===== config.mk =====
export PLATFORM = sky130hd
export DESIGN_NAME = osc_serial_frame_receiver
export DESIGN_NICKNAME = d
export VERILOG_FILES = /design/src/osfr_pkg.sv /design/src/osfr_mem.sv /design/src/osfr_parse.sv /design/src/osc_serial_frame_receiver.sv
export SDC_FILE = /design/constraint.sdc
export NUM_CORES = 1
export LEC_CHECK = 0
export BUFFER_PORTS_ARGS = -buffer_cell sky130_fd_sc_hd__buf_2
export CAP_MARGIN = 10
export CELL_PAD_IN_SITES_DETAIL_PLACEMENT = 0
export CELL_PAD_IN_SITES_GLOBAL_PLACEMENT = 1
export CORE_MARGIN = 3
export CORE_UTILIZATION = 58
export CTS_CLUSTER_SIZE = 16
export DETAILED_ROUTE_END_ITERATION = 10
export GPL_TIMING_DRIVEN = 1
export PLACE_DENSITY_LB_ADDON = 0.3
export SLEW_MARGIN = 10
export SYNTH_ARGS = -nofsm -noshare
export SYNTH_HDL_FRONTEND = slang
export SYNTH_SLANG_ARGS = --single-unit

===== constraint.sdc =====
create_clock -name clk -period 4.45 [get_ports clk]
set_input_delay 0.89 -clock clk [delete_from_list [all_inputs] [get_ports clk]]
set_output_delay 0.89 -clock clk [all_outputs]
set_load 0.005 [all_outputs]

===== src/osfr_pkg.sv =====
package osfr_pkg;

  localparam int MSG_MAX_DEF = 64;
  localparam int RUN_MAX     = 56;
  localparam int RUN_W       = 6;

  localparam logic [7:0] START_BYTE = 8'hBE;
  localparam logic [7:0] COMMA_CHAR = 8'h2C;
  localparam logic [7:0] INT_TAG    = 8'h69;
  localparam logic [7:0] NUL_CHAR   = 8'h00;

  // frame phases
  localparam logic [3:0] PH_WAIT = 4'd0;
  localparam logic [3:0] PH_SIZE = 4'd1;
  localparam logic [3:0] PH_ADDR = 4'd2;
  localparam logic [3:0] PH_TAG1 = 4'd3;
  localparam logic [3:0] PH_TAG2 = 4'd4;
  localparam logic [3:0] PH_TAG3 = 4'd5;
  localparam logic [3:0] PH_TAG4 = 4'd6;
  localparam logic [3:0] PH_ARG1 = 4'd7;
  localparam logic [3:0] PH_ARG2 = 4'd8;
  localparam logic [3:0] PH_ARG3 = 4'd9;
  localparam logic [3:0] PH_ARG4 = 4'd10;
  localparam logic [3:0] PH_CSUM = 4'd11;
  localparam logic [3:0] PH_SKIP = 4'd12;

  // result kinds
  localparam logic [1:0] KIND_CHAR = 2'd0;
  localparam logic [1:0] KIND_LEN  = 2'd1;
  localparam logic [1:0] KIND_SUM  = 2'd2;

  typedef struct packed {
    logic       en;
    logic [7:0] idx;
    logic [7:0] data;
  } store_wr_t;

  typedef struct packed {
    logic       at_csum;
    logic [7:0] exp_len;
    logic [7:0] nread;
  } frame_info_t;

endpackage


===== src/osfr_mem.sv =====
module osfr_mem import osfr_pkg::*; #(
  parameter int DEPTH = MSG_MAX_DEF,
  parameter int AW    = $clog2(MSG_MAX_DEF)
) (
  input  logic          clk,
  input  store_wr_t     wr,
  input  logic          rd_en,
  input  logic [AW-1:0] rd_addr,
  output logic [7:0]    rd_data
);

  logic [7:0] mem [DEPTH];

  always_ff @(posedge clk) begin
    if (wr.en) begin
      mem[wr.idx[AW-1:0]] <= wr.data;
    end
  end

  // registered read, data held until the next read
  always_ff @(posedge clk) begin
    if (rd_en) begin
      rd_data <= mem[rd_addr];
    end
  end

endmodule


===== src/osfr_parse.sv =====
module osfr_parse import osfr_pkg::*; #(
  parameter int MSG_MAX = MSG_MAX_DEF
) (
  input  logic        clk,
  input  logic        rst,
  input  logic        acc,
  input  logic [7:0]  rx_byte,
  output store_wr_t   wr,
  output frame_info_t info,
  output logic [31:0] arg
);

  logic [3:0]  phase, phase_next;
  logic [7:0]  exp_len, exp_len_next;
  logic [7:0]  nread, nread_next;
  logic [31:0] arg_next;
  logic [7:0]  nread_inc;
  logic        do_store;
  logic [7:0]  store_val;

  assign nread_inc = (nread == 8'hFF) ? nread : nread + 8'd1;

  always_comb begin
    phase_next   = phase;
    exp_len_next = exp_len;
    nread_next   = nread;
    arg_next     = arg;
    do_store     = 1'b0;
    store_val    = rx_byte;
    case (phase)
      PH_WAIT: begin
        if (rx_byte == START_BYTE) phase_next = PH_SIZE;
      end
      PH_SIZE: begin
        exp_len_next = rx_byte;
        nread_next   = 8'd0;
        phase_next   = ({1'b0, rx_byte} < 9'(MSG_MAX - 1)) ? PH_ADDR : PH_SKIP;
      end
      PH_ADDR: begin
        do_store = 1'b1;
        if (rx_byte == COMMA_CHAR) begin
          // comma ending the address is stored as a null terminator
          store_val  = NUL_CHAR;
          phase_next = PH_TAG2;
        end else if (rx_byte == NUL_CHAR && nread_inc[1:0] == 2'b00) begin
          phase_next = PH_TAG1;
        end
      end
      PH_TAG1: begin
        do_store = 1'b1;
        if (rx_byte == COMMA_CHAR) begin
          phase_next = PH_TAG2;
        end else begin
          arg_next   = {rx_byte, 24'd0};
          phase_next = PH_ARG2;
        end
      end
      PH_TAG2: begin
        do_store   = 1'b1;
        phase_next = (rx_byte == INT_TAG) ? PH_TAG3 : PH_SKIP;
      end
      PH_TAG3: begin
        do_store   = 1'b1;
        phase_next = (rx_byte == NUL_CHAR) ? PH_TAG4 : PH_SKIP;
      end
      PH_TAG4: begin
        do_store   = 1'b1;
        phase_next = (rx_byte == NUL_CHAR) ? PH_ARG1 : PH_SKIP;
      end
      PH_ARG1: begin
        do_store   = 1'b1;
        arg_next   = {rx_byte, 24'd0};
        phase_next = PH_ARG2;
      end
      PH_ARG2: begin
        do_store   = 1'b1;
        arg_next   = arg | {8'd0, rx_byte, 16'd0};
        phase_next = PH_ARG3;
      end
      PH_ARG3: begin
        do_store   = 1'b1;
        arg_next   = arg | {16'd0, rx_byte, 8'd0};
        phase_next = PH_ARG4;
      end
      PH_ARG4: begin
        do_store   = 1'b1;
        arg_next   = arg | {24'd0, rx_byte};
        phase_next = PH_CSUM;
      end
      PH_CSUM: begin
        phase_next = PH_WAIT;
      end
      PH_SKIP: begin
        nread_next = nread_inc;
        if (nread >= exp_len) phase_next = PH_WAIT;
      end
      default: begin
        phase_next = PH_WAIT;
      end
    endcase
    if (do_store) nread_next = nread_inc;
  end

  always_ff @(posedge clk) begin
    if (rst) begin
      phase   <= PH_WAIT;
      exp_len <= 8'd0;
      nread   <= 8'd0;
      arg     <= 32'd0;
    end else if (acc) begin
      phase   <= phase_next;
      exp_len <= exp_len_next;
      nread   <= nread_next;
      arg     <= arg_next;
    end
  end

  // bytes past the buffer are dropped
  always_comb begin
    wr.en   = acc && do_store && ({1'b0, nread} < 9'(MSG_MAX));
    wr.idx  = nread;
    wr.data = store_val;
  end

  assign info.at_csum = (phase == PH_CSUM);
  assign info.exp_len = exp_len;
  assign info.nread   = nread;

endmodule


===== src/osc_serial_frame_receiver.sv =====
// Serial frame receiver for one-integer control messages. Bytes arrive on
// rx_byte under in_valid/in_ready; the receiver hunts for the start byte, takes
// a length byte, a null-padded address, an optional ",i" tag and a big-endian
// 32-bit argument, storing the address, tag and argument bytes in an on-chip
// buffer of MSG_MAX bytes. Ordinary frame bytes are taken one per cycle. When the
// checksum byte arrives the receiver stops taking bytes: a length mismatch
// gives one error result at once; otherwise the buffer is walked once to sum
// it, then a good message sends its address characters, each read from the
// buffer and then loaded into the output register, at most 56 of them, the
// last flagged by last. A checksum mismatch gives one error result instead.
// The output register lets the next frame's bytes be taken while the final
// result waits, up to the next checksum byte. The buffer needs no clearing
// pass after reset.
module osc_serial_frame_receiver import osfr_pkg::*; #(
  parameter int MSG_MAX = MSG_MAX_DEF
) (
  input  logic        clk,
  input  logic        rst,
  input  logic        in_valid,
  output logic        in_ready,
  input  logic [7:0]  rx_byte,
  output logic        out_valid,
  input  logic        out_ready,
  output logic [1:0]  kind,
  output logic [7:0]  addr_char,
  output logic [31:0] argument,
  output logic [7:0]  error_value,
  output logic        last
);

  localparam int AW = $clog2(MSG_MAX);

  // sequencer states
  localparam logic [2:0] S_IN   = 3'd0;  // taking frame bytes
  localparam logic [2:0] S_SUM  = 3'd1;  // checksum walk over the buffer
  localparam logic [2:0] S_CHK  = 3'd2;  // compare checksum
  localparam logic [2:0] S_RUN  = 3'd3;  // issue read of next address char
  localparam logic [2:0] S_RUNW = 3'd4;  // hand char to the output register

  logic        in_acc;
  store_wr_t   wr;
  frame_info_t info;
  logic [31:0] arg;

  logic [2:0]       st;
  logic [7:0]       cnt;
  logic [7:0]       csum_byte;
  logic [7:0]       sum;
  logic [RUN_W-1:0] run_len;
  logic             zero_found;
  logic [7:0]       rd_idx;
  logic             rd_vld;

  logic             rd_en;
  logic [AW-1:0]    rd_addr;
  logic [7:0]       rd_data;

  logic             out_free;
  logic             out_load;
  logic [1:0]       kind_next;
  logic [7:0]       char_next;
  logic [31:0]      arg_next;
  logic [7:0]       err_next;
  logic             last_next;

  // the checksum byte may produce a result at once, so it waits for a free output
  assign in_ready = (st == S_IN) && (!info.at_csum || !out_valid);
  assign in_acc   = in_valid && in_ready;
  assign out_free = !out_valid || out_ready;

  osfr_parse #(
    .MSG_MAX(MSG_MAX)
  ) u_parse (
    .clk    (clk),
    .rst    (rst),
    .acc    (in_acc),
    .rx_byte(rx_byte),
    .wr     (wr),
    .info   (info),
    .arg    (arg)
  );

  osfr_mem #(
    .DEPTH(MSG_MAX),
    .AW   (AW)
  ) u_mem (
    .clk    (clk),
    .wr     (wr),
    .rd_en  (rd_en),
    .rd_addr(rd_addr),
    .rd_data(rd_data)
  );

  // buffer reads: checksum walk, then address readout
  always_comb begin
    rd_en   = 1'b0;
    rd_addr = cnt[AW-1:0];
    if (st == S_SUM && cnt < info.exp_len) begin
      rd_en = 1'b1;
    end else if (st == S_RUN && run_len != '0) begin
      rd_en = 1'b1;
    end
  end

  // what goes into the output register this cycle
  always_comb begin
    out_load  = 1'b0;
    kind_next = KIND_CHAR;
    char_next = 8'd0;
    arg_next  = 32'd0;
    err_next  = 8'd0;
    last_next = 1'b1;
    case (st)
      S_IN: begin
        if (in_acc && info.at_csum && info.nread != info.exp_len) begin
          out_load  = 1'b1;
          kind_next = KIND_LEN;
          err_next  = info.nread;
        end
      end
      S_CHK: begin
        if (sum != csum_byte) begin
          out_load  = 1'b1;
          kind_next = KIND_SUM;
          err_next  = sum;
        end
      end
      S_RUN: begin
        // empty address: a single result with no character
        if (run_len == '0 && out_free) begin
          out_load = 1'b1;
          arg_next = arg;
        end
      end
      S_RUNW: begin
        if (out_free) begin
          out_load  = 1'b1;
          char_next = rd_data;
          arg_next  = arg;
          last_next = (cnt + 8'd1 == 8'(run_len));
        end
      end
      default: begin
        out_load = 1'b0;
      end
    endcase
  end

  always_ff @(posedge clk) begin
    if (rst) begin
      st         <= S_IN;
      cnt        <= 8'd0;
      sum        <= 8'd0;
      run_len    <= RUN_W'(RUN_MAX);
      zero_found <= 1'b0;
      rd_vld     <= 1'b0;
    end else begin
      rd_vld <= (st == S_SUM) && rd_en;
      case (st)
        S_IN: begin
          if (in_acc && info.at_csum && info.nread == info.exp_len) begin
            st         <= S_SUM;
            cnt        <= 8'd0;
            sum        <= 8'd0;
            run_len    <= RUN_W'(RUN_MAX);
            zero_found <= 1'b0;
          end
        end
        S_SUM: begin
          if (rd_en) begin
            cnt <= cnt + 8'd1;
          end else begin
            st <= S_CHK;
          end
        end
        S_CHK: begin
          cnt <= 8'd0;
          st  <= (sum != csum_byte) ? S_IN : S_RUN;
        end
        S_RUN: begin
          if (run_len != '0) begin
            st <= S_RUNW;
          end else if (out_free) begin
            st <= S_IN;
          end
        end
        S_RUNW: begin
          if (out_free) begin
            cnt <= cnt + 8'd1;
            st  <= (cnt + 8'd1 == 8'(run_len)) ? S_IN : S_RUN;
          end
        end
        default: begin
          st <= S_IN;
        end
      endcase
      // accumulate the walk and note where the address ends
      if (rd_vld) begin
        sum <= sum + rd_data;
        if (!zero_found && rd_data == NUL_CHAR) begin
          zero_found <= 1'b1;
          if (rd_idx < 8'(RUN_MAX)) run_len <= rd_idx[RUN_W-1:0];
        end
      end
    end
  end

  always_ff @(posedge clk) begin
    rd_idx <= cnt;
    if (in_acc && info.at_csum) csum_byte <= rx_byte;
  end

  // output register
  always_ff @(posedge clk) begin
    if (rst) begin
      out_valid <= 1'b0;
    end else if (out_load) begin
      out_valid <= 1'b1;
    end else if (out_ready) begin
      out_valid <= 1'b0;
    end
  end

  always_ff @(posedge clk) begin
    if (out_load) begin
      kind        <= kind_next;
      addr_char   <= char_next;
      argument    <= arg_next;
      error_value <= err_next;
      last        <= last_next;
    end
  end

  a_load_free: assert property (@(posedge clk) disable iff (rst)
    out_load |-> out_free)
    else $error("output register loaded while a result is held");

  a_walk_in_buffer: assert property (@(posedge clk) disable iff (rst)
    rd_en |-> ({1'b0, cnt} < 9'(MSG_MAX)))
    else $error("buffer read beyond its depth");

  a_run_cap: assert property (@(posedge clk) disable iff (rst)
    run_len <= RUN_W'(RUN_MAX))
    else $error("address run longer than the cap");

  a_csum_start: assert property (@(posedge clk) disable iff (rst)
    in_acc && info.at_csum && info.nread == info.exp_len |=> st == S_SUM && cnt == 8'd0)
    else $error("checksum walk not started on a length match");

  a_no_input_busy: assert property (@(posedge clk) disable iff (rst)
    (st == S_SUM || st == S_CHK) |-> !in_ready)
    else $error("frame byte taken during checksum walk");

endmodule

==> metrics.md, run 1 <==
| Metric | Value |
|---|---|
| Status | `completed` |
| Multi-input gate area | `7300 um2` |
| Share of layout cells above drive strength 1 | `21.82%` |
| Final wirelength | `61,490 um` |
| Final hold viol count | `0` |
| CTS tree | `built` |
| DRT antenna net count | `0` |
| Initial Util | `59.03%` |
| RSZ-0062 raised after global routing | `no` |
| Pre-Repair DR Iteration Count | `5` |
| Worst slew pin tran | `1.074 ns` |
| Synth area leaders | `edfxtp_1 65%, mux4_2 13%, dfxtp_1 6.5%` |
| CTS H-tree depth | `3` |
| Seq/Total Area, Yosys | `71.17%` |
| Clock-pin slew on the worst setup and hold paths | `0.06 ns` |
| Reg area | `19,160 um2` |
| Pleak | `9.429 nW` |
| Worst Skew | `0.02869 ns` |
| CP Data Required Time | `4.68 ns` |
| Boundary Pins | `65` |
| Post-synth ARST share | `0%` |
| CP Capture Type | `register` |
| Vias in the first global route | `14,440` |
| Gpl congestion | `0.8587` |
| Yosys synthesis warning count | `0` |
| P&R area growth vs syn | `11.24%` |
| GRT Overall Usage | `25.45%` |
| Clk buf depth | `3` |
| Slew HR | `28.42%` |
| MaxCap Viol Count | `0` |
| Crit path launch type | `register` |
| Mean Syn Cell Area | `17.51 um2` |
| Max stage delay on crit path | `0.72 ns` |
| Iteration-0 DRC count of the detailed router | `1,569` |
| Initial antenna violation count | `1` |
| Global-route wire length before repair | `93,180 um` |
| Residual DRC | `0` |
| Netlist Area Pre-Place | `26,910 um2` |
| Post-Syn Instances | `1,537` |
| Core area | `45,580 um2` |
| # hold bufs at CTS | `0` |
| Yosys cell types | `73` |
| Syn Nets | `1,574` |
| CTS-repair resized insts | `0` |
| Max stage delay cell, worst path | `nor2_1` |
| Die Span X | `221.4 um` |
| Net switching power | `2.595 mW` |
| Peak supply drop | `0.2926 mV` |
| Max Transition Viols Final | `0` |
| Inserted Clock Buffers | `67` |
| Reg power frac | `54.4%` |
| Site row count | `78` |
| Crit Path Class | `register to register` |
| Synth Register Bits | `667` |
| Vias | `14,520` |
| Pwr dens | `419.0 nW/um2` |
| CP cell instances | `nor3_1, o211ai_2, a211oi_2, and2b_1, nand3_1, nor2_1` |
| Largest net degree at the start of global routing | `73` |
| Dominant cell type by area after synthesis | `edfxtp_1` |
| Part of the power in combinational logic | `2.4%` |
| Clock network fraction of design power | `43.2%` |
| Worst setup margin | `0.9244 ns` |
| Die Height | `221.4 um` |
| Fin area | `29,930 um2` |
| Crit Path Max Fanout | `11` |
| Root Buffer | `clkbuf_16` |
| Fill count | `2,990` |
| Clk sinks | `667` |
| Worst EP arrival | `3.75 ns` |
| Post-Place Setup Slack | `0.9285 ns` |
| Vias per inst | `6.423` |
| Clk_lat worst skew | `0.60 ns` |
| Die ar. | `49,010 um2` |
| Final setup violation count | `0` |
| Final TNS setup | `0 ns` |
| Net switching fraction of the power | `20.69%` |
| Minimum clock period after layout | `3.526 ns` |
| Port buffer count | `64` |
| Final critical-path share of the clock period | `79.23%` |
| Post-DP HPWL | `37,550 um` |
| Final Power | `12.54 mW` |
| Int Power | `9.945 mW` |
| Number of synthesized flops with an enable pin | `579` |
| Drt wl/cell | `27.20 um` |
| Total grt overflow | `0` |
| Hold Path Class | `register to register` |
| Ys flop type | `edfxtp_1` |
| Achievable frequency | `283.6 MHz` |
| Yosys top cell area share | `64.62%` |
| Nets | `1,641` |
| DP Area | `27,780 um2` |
| Setup bufs post-CTS | `0` |
-- layer usage --
metal / vias to the layer above / GRT usage, % / share of wire, %
met1: 7428 / 36.17 / 40
met4: 2 / 8.184 / 2.9
met2: 690 / 40.31 / 49
li1: 6274 / - / -
met3: 128 / 5.333 / 7.8
met5: - / 0 / 0.021
-- power groups by stage --
stage	clock network [mW]	logic (mW)	registers (mW)
after floorplan	0	0.191	6.94
after global placement	0	0.294	6.95
after detailed placement	0	0.300	6.95
after CTS	5.50	0.301	6.81
after global routing	5.75	0.329	6.81
final	5.42	0.303	6.82
-- worst paths after layout --
kind         startpoint  slack [ns]  cells after the start          endpoint
min              cnt[7]        0.43                      0         rd_idx[7]
max reg2reg       st[2]        0.92                      6  u_mem.mem[54][4]
min reg2reg      cnt[7]        0.43                      0         rd_idx[7]
max               st[2]        0.92                      6  u_mem.mem[54][4]
-- cell type report --
type | instances | share of cell area (%)
Sequential cell | 667 | 64.01
Multi-Input combinational cell | 763 | 24.39
Timing Repair Buffer | 84 | 1.697
Clock inverter | 44 | 1.137
Clock buffer | 80 | 5.978
Tap cell | 600 | 2.508
Antenna cell | 2 | 0.01672
Inverter | 21 | 0.2634
-- placed cells by master, fill, tap and decap left out, types with 4 or more instances in the layout --
cell / synthesis / layout
nand3_1: 30 / 30
nand3b_1: 8 / 8
a21o_1: 6 / 6
or3_1: 7 / 6
a22o_1: 17 / 17
inv_1: 20 / 20
buf_4: 1 / 17
ha_1: 24 / 24
buf_2: 15 / 64
and3_1: 17 / 17
o32ai_1: 6 / 6
xnor2_1: 19 / 19
nand4_1: 9 / 9
nand2b_1: 12 / 12
a22oi_1: 5 / 5
o21a_1: 5 / 5
mux2i_1: 19 / 19
and2_1: 38 / 35
clkbuf_1: 51 / 10
mux4_2: 160 / 160
nor4_1: 8 / 7
o22ai_1: 21 / 21
a31oi_1: 4 / 4
o21ai_0: 15 / 15
a21oi_1: 48 / 47
nand2_1: 42 / 42
clkinv_2: 0 / 16
clkbuf_16: 0 / 70
nor3_1: 14 / 13
edfxtp_1: 579 / 579
nor2b_1: 10 / 10
o21ai_1: 4 / 4
nor2_1: 156 / 156
clkinv_8: 0 / 4
clkinv_1: 0 / 15
dfxtp_1: 88 / 85
-- critical path: cells and delay by family, from the launching register on --
kind | cells | cell delay, ns
AND/OR/NAND/NOR | 4 | 1.80
AO/OA/AOI/OAI | 2 | 0.92
flip-flops | 1 | 0.41
-- Yosys cell counts (10+ instances only) --
library cell,instances
edfxtp_1,579
mux4_2,160
nor2_1,156
dfxtp_1,88
clkbuf_1,51
a21oi_1,48
nand2_1,42
and2_1,38
nand3_1,30
ha_1,24
o22ai_1,21
inv_1,20
mux2i_1,19
xnor2_1,19
a22o_1,17
and3_1,17
buf_2,15
o21ai_0,15
nor3_1,14
nand2b_1,12
buf_1,10
nor2b_1,10
-- sequential cells by signal, indices dropped and copies added (netlist names) --
signal           cells
out_valid            1
kind                 2
u_parse.exp_len      8
u_parse.arg         32
u_parse.nread        8
st                   3
cnt                  8
u_parse.phase        4
u_mem.mem          512
error_value          8
last                 1
zero_found           1
u_mem.rd_data        8
csum_byte            8
rd_idx               8
addr_char            8
argument            32
run_len              6
sum                  8
rd_vld               1
-- metrics by stage --
| step | utilization, % | hold WS (ns) | cells |
|---|---|---|---|
| 2_1_floorplan | - | 0.3519 | 1537 |
| 4_1_cts | 65.63 | 0.4247 | 2259 |
| 6_report | 65.67 | 0.4307 | 2261 |
| 3_3_place_gp | 60.96 | 0.4175 | 2135 |
| 5_1_grt | 65.66 | 0.4472 | 2259 |
| 3_5_place_dp | 60.96 | 0.4087 | 2135 |
-- cells by family after synthesis --
family,synth area share (%)
flip-flops,71.17
XOR/XNOR,0.7162
multiplexers,14.18
adder cells (fa/ha/maj),1.228
AND/OR/NAND/NOR,6.757
buffers and inverters,1.804
AO/OA/AOI/OAI,4.143
No activity file was read; power rests on OpenSTA's default activity.
==> inputs of run 2 (changes only) <==
- CORE_UTILIZATION: 58 -> 54
- clock period: 4.45 -> 3.6 ns (I/O delays scaled with it)
==> metrics.md, run 2 (synthesis results as in run 1) <==
| Metric | Value |
|---|---|
| Status | `completed (unchanged)` |
| Iteration-0 DRC count of the detailed router | `1,306 (was 1,569)` |
| Clk_lat worst skew | `0.60 ns (about the same)` |
| Worst Skew | `0.02321 ns (was 0.02869 ns)` |
| Die Span X | `229.2 um (was 221.4 um)` |
| Site row count | `81 (was 78)` |
| Pwr dens | `522.0 nW/um2 (was 419.0 nW/um2)` |
| Share of layout cells above drive strength 1 | `24.71% (was 21.82%)` |
| Total grt overflow | `0 (unchanged)` |
| Worst Setup SP | `cnt[0] (was st[2])` |
| Hold Path Class | `register to register (unchanged)` |
| Nets | `1,707 (was 1,641)` |
| CTS tree | `built (unchanged)` |
| Max Transition Viols Final | `0 (unchanged)` |
| Final wirelength | `61,930 um (was 61,490 um)` |
| Post-route insts no fill | `2,385 (was 2,261)` |
| Crit path launch type | `register (unchanged)` |
| Global-route wire length before repair | `93,580 um (was 93,180 um)` |
| Most common cell after layout, fill and taps aside | `edfxtp_1 (unchanged)` |
| Leading cell types in the layout, fill and taps excluded | `579 x edfxtp_1, 160 x mux4_2, 156 x nor2_1 (unchanged)` |
| R2R cell count | `6 (unchanged)` |
| CTS H-tree depth | `3 (unchanged)` |
| R2r startpoint | `cnt[0] (was st[2])` |
| Gpl congestion | `0.8492 (was 0.8587)` |
| Clock-pin slew on the worst setup and hold paths | `0.06 ns (about the same)` |
| Final critical-path share of the clock period | `86.53% (was 79.23%)` |
| CP Data Required Time | `3.95 ns (was 4.68 ns)` |
| Placed Cells | `2,263 (was 2,135)` |
| Vias in the first global route | `14,650 (was 14,440)` |
| Minimum clock period after layout | `3.115 ns (was 3.526 ns)` |
| Inserted Clock Buffers | `69 (was 67)` |
| RSZ-0062 raised after global routing | `no (unchanged)` |
| Final hold viol count | `0 (unchanged)` |
| Drt wl/cell | `25.97 um (was 27.20 um)` |
| DP Area | `28,380 um2 (was 27,780 um2)` |
| Setup bufs post-CTS | `0 (unchanged)` |
| Residual DRC | `0 (unchanged)` |
| Pre-Repair DR Iteration Count | `5 (unchanged)` |
| Peak supply drop | `0.4643 mV (was 0.2926 mV)` |
| Achievable frequency | `321.0 MHz (was 283.6 MHz)` |
| Vias | `14,530 (was 14,520)` |
| Worst slew pin tran | `1.140 ns (was 1.074 ns)` |
| Clk buf depth | `3 (unchanged)` |
| Die Height | `229.2 um (was 221.4 um)` |
| Max reg flops | `512 (unchanged)` |
| Slew HR | `23.99% (was 28.42%)` |
| Boundary Pins | `65 (unchanged)` |
| Min-delay src | `cnt[7] (unchanged)` |
| Crit Path Max Fanout | `44 (was 11)` |
| Root Buffer | `clkbuf_16 (unchanged)` |
| Worst EP arrival | `3.46 ns (was 3.75 ns)` |
| Core area | `49,050 um2 (was 45,580 um2)` |
| Fin area | `30,660 um2 (was 29,930 um2)` |
| Crit Path Class | `register to register (unchanged)` |
| Port buffer count | `64 (unchanged)` |
| Crit path capture | `u_mem.rd_data[1] (was u_mem.mem[54][4])` |
| Largest net degree at the start of global routing | `79 (was 73)` |
| Post-DP HPWL | `38,340 um (was 37,550 um)` |
| Pleak | `9.836 nW (was 9.429 nW)` |
| Worst setup margin | `0.4848 ns (was 0.9244 ns)` |
| Fin util | `62.51% (was 65.67%)` |
| CP Capture Type | `register (unchanged)` |
| P&R area growth vs syn | `13.96% (was 11.24%)` |
| Fill count | `3,487 (was 2,990)` |
| Internal reg-to-reg setup slack | `0.48 ns (was 0.92 ns)` |
| Initial Util | `54.85% (was 59.03%)` |
| Vias per inst | `6.093 (was 6.423)` |
| MaxCap Viol Count | `0 (unchanged)` |
| Die ar. | `52,540 um2 (was 49,010 um2)` |
| CTS-repair resized insts | `0 (unchanged)` |
| # hold bufs at CTS | `0 (unchanged)` |
| Final setup violation count | `0 (unchanged)` |
| Final TNS setup | `0 ns (unchanged)` |
| Initial antenna violation count | `0 (was 1)` |
| Final hold slack | `0.4518 ns (was 0.4307 ns)` |
| GRT Overall Usage | `24.00% (was 25.45%)` |
| Final Power | `16.00 mW (was 12.54 mW)` |
| DRT antenna net count | `0 (unchanged)` |
| RR Endpoint | `u_mem.rd_data[1] (was u_mem.mem[54][4])` |
| Post-Place Setup Slack | `0.4318 ns (was 0.9285 ns)` |
| Clk sinks | `667 (unchanged)` |
## run 2: area by class of cell
class,instances,area (um2),area share (%)
Clock inverter,37,432.9,1.412
Antenna cell,1,2.502,0.008162
Timing Repair Buffer,148,1026,3.346
Inverter,21,78.83,0.2571
Sequential cell,667,19160,62.48
Clock buffer,84,1846,6.019
Tap cell,664,830.8,2.710
Multi-Input combinational cell,763,7287,23.77
## run 2: worst min path at each step
| stage | slack, ns | cells past startpoint | to |
|---|---|---|---|
| finish | 0.45 | 0 | rd_idx[7] |
| detailed placement | 0.42 | 0 | rd_idx[7] |
| floorplan | 0.35 | 0 | rd_idx[0] |
| CTS | 0.45 | 0 | rd_idx[7] |
| global placement | 0.43 | 0 | rd_idx[7] |
| global route | 0.46 | 0 | rd_idx[7] |
## run 2: critical path, cell delays in order (launching register included)
cell	delay, ns
dfxtp_4	0.97
buf_12	0.33
buf_4	0.21
mux4_2	0.51
mux4_2	0.47
o22ai_1	0.25
nor2_1	0.08
## run 2: layer usage
| layer | track usage (%) | vias to the layer above | wire [um] | share of wire (%) |
|---|---|---|---|---|
| li1 | - | 6398 | - | - |
| met1 | 34.03 | 7434 | 25760 | 42 |
| met2 | 38.06 | 589 | 29730 | 48 |
| met3 | 5.137 | 110 | 4619 | 7.5 |
| met4 | 7.176 | 0 | 1824 | 2.9 |
| met5 | 0 | - | 0 | 0 |
## run 2: where the power goes
part / leakage (nW) / total [mW] / internal, mW / switching (mW)
clock: 1.11 / 7.20 / 4.36 / 2.85
sequential: 5.88 / 8.42 / 8.40 / 0.0206
combinational: 2.85 / 0.382 / 0.0997 / 0.282
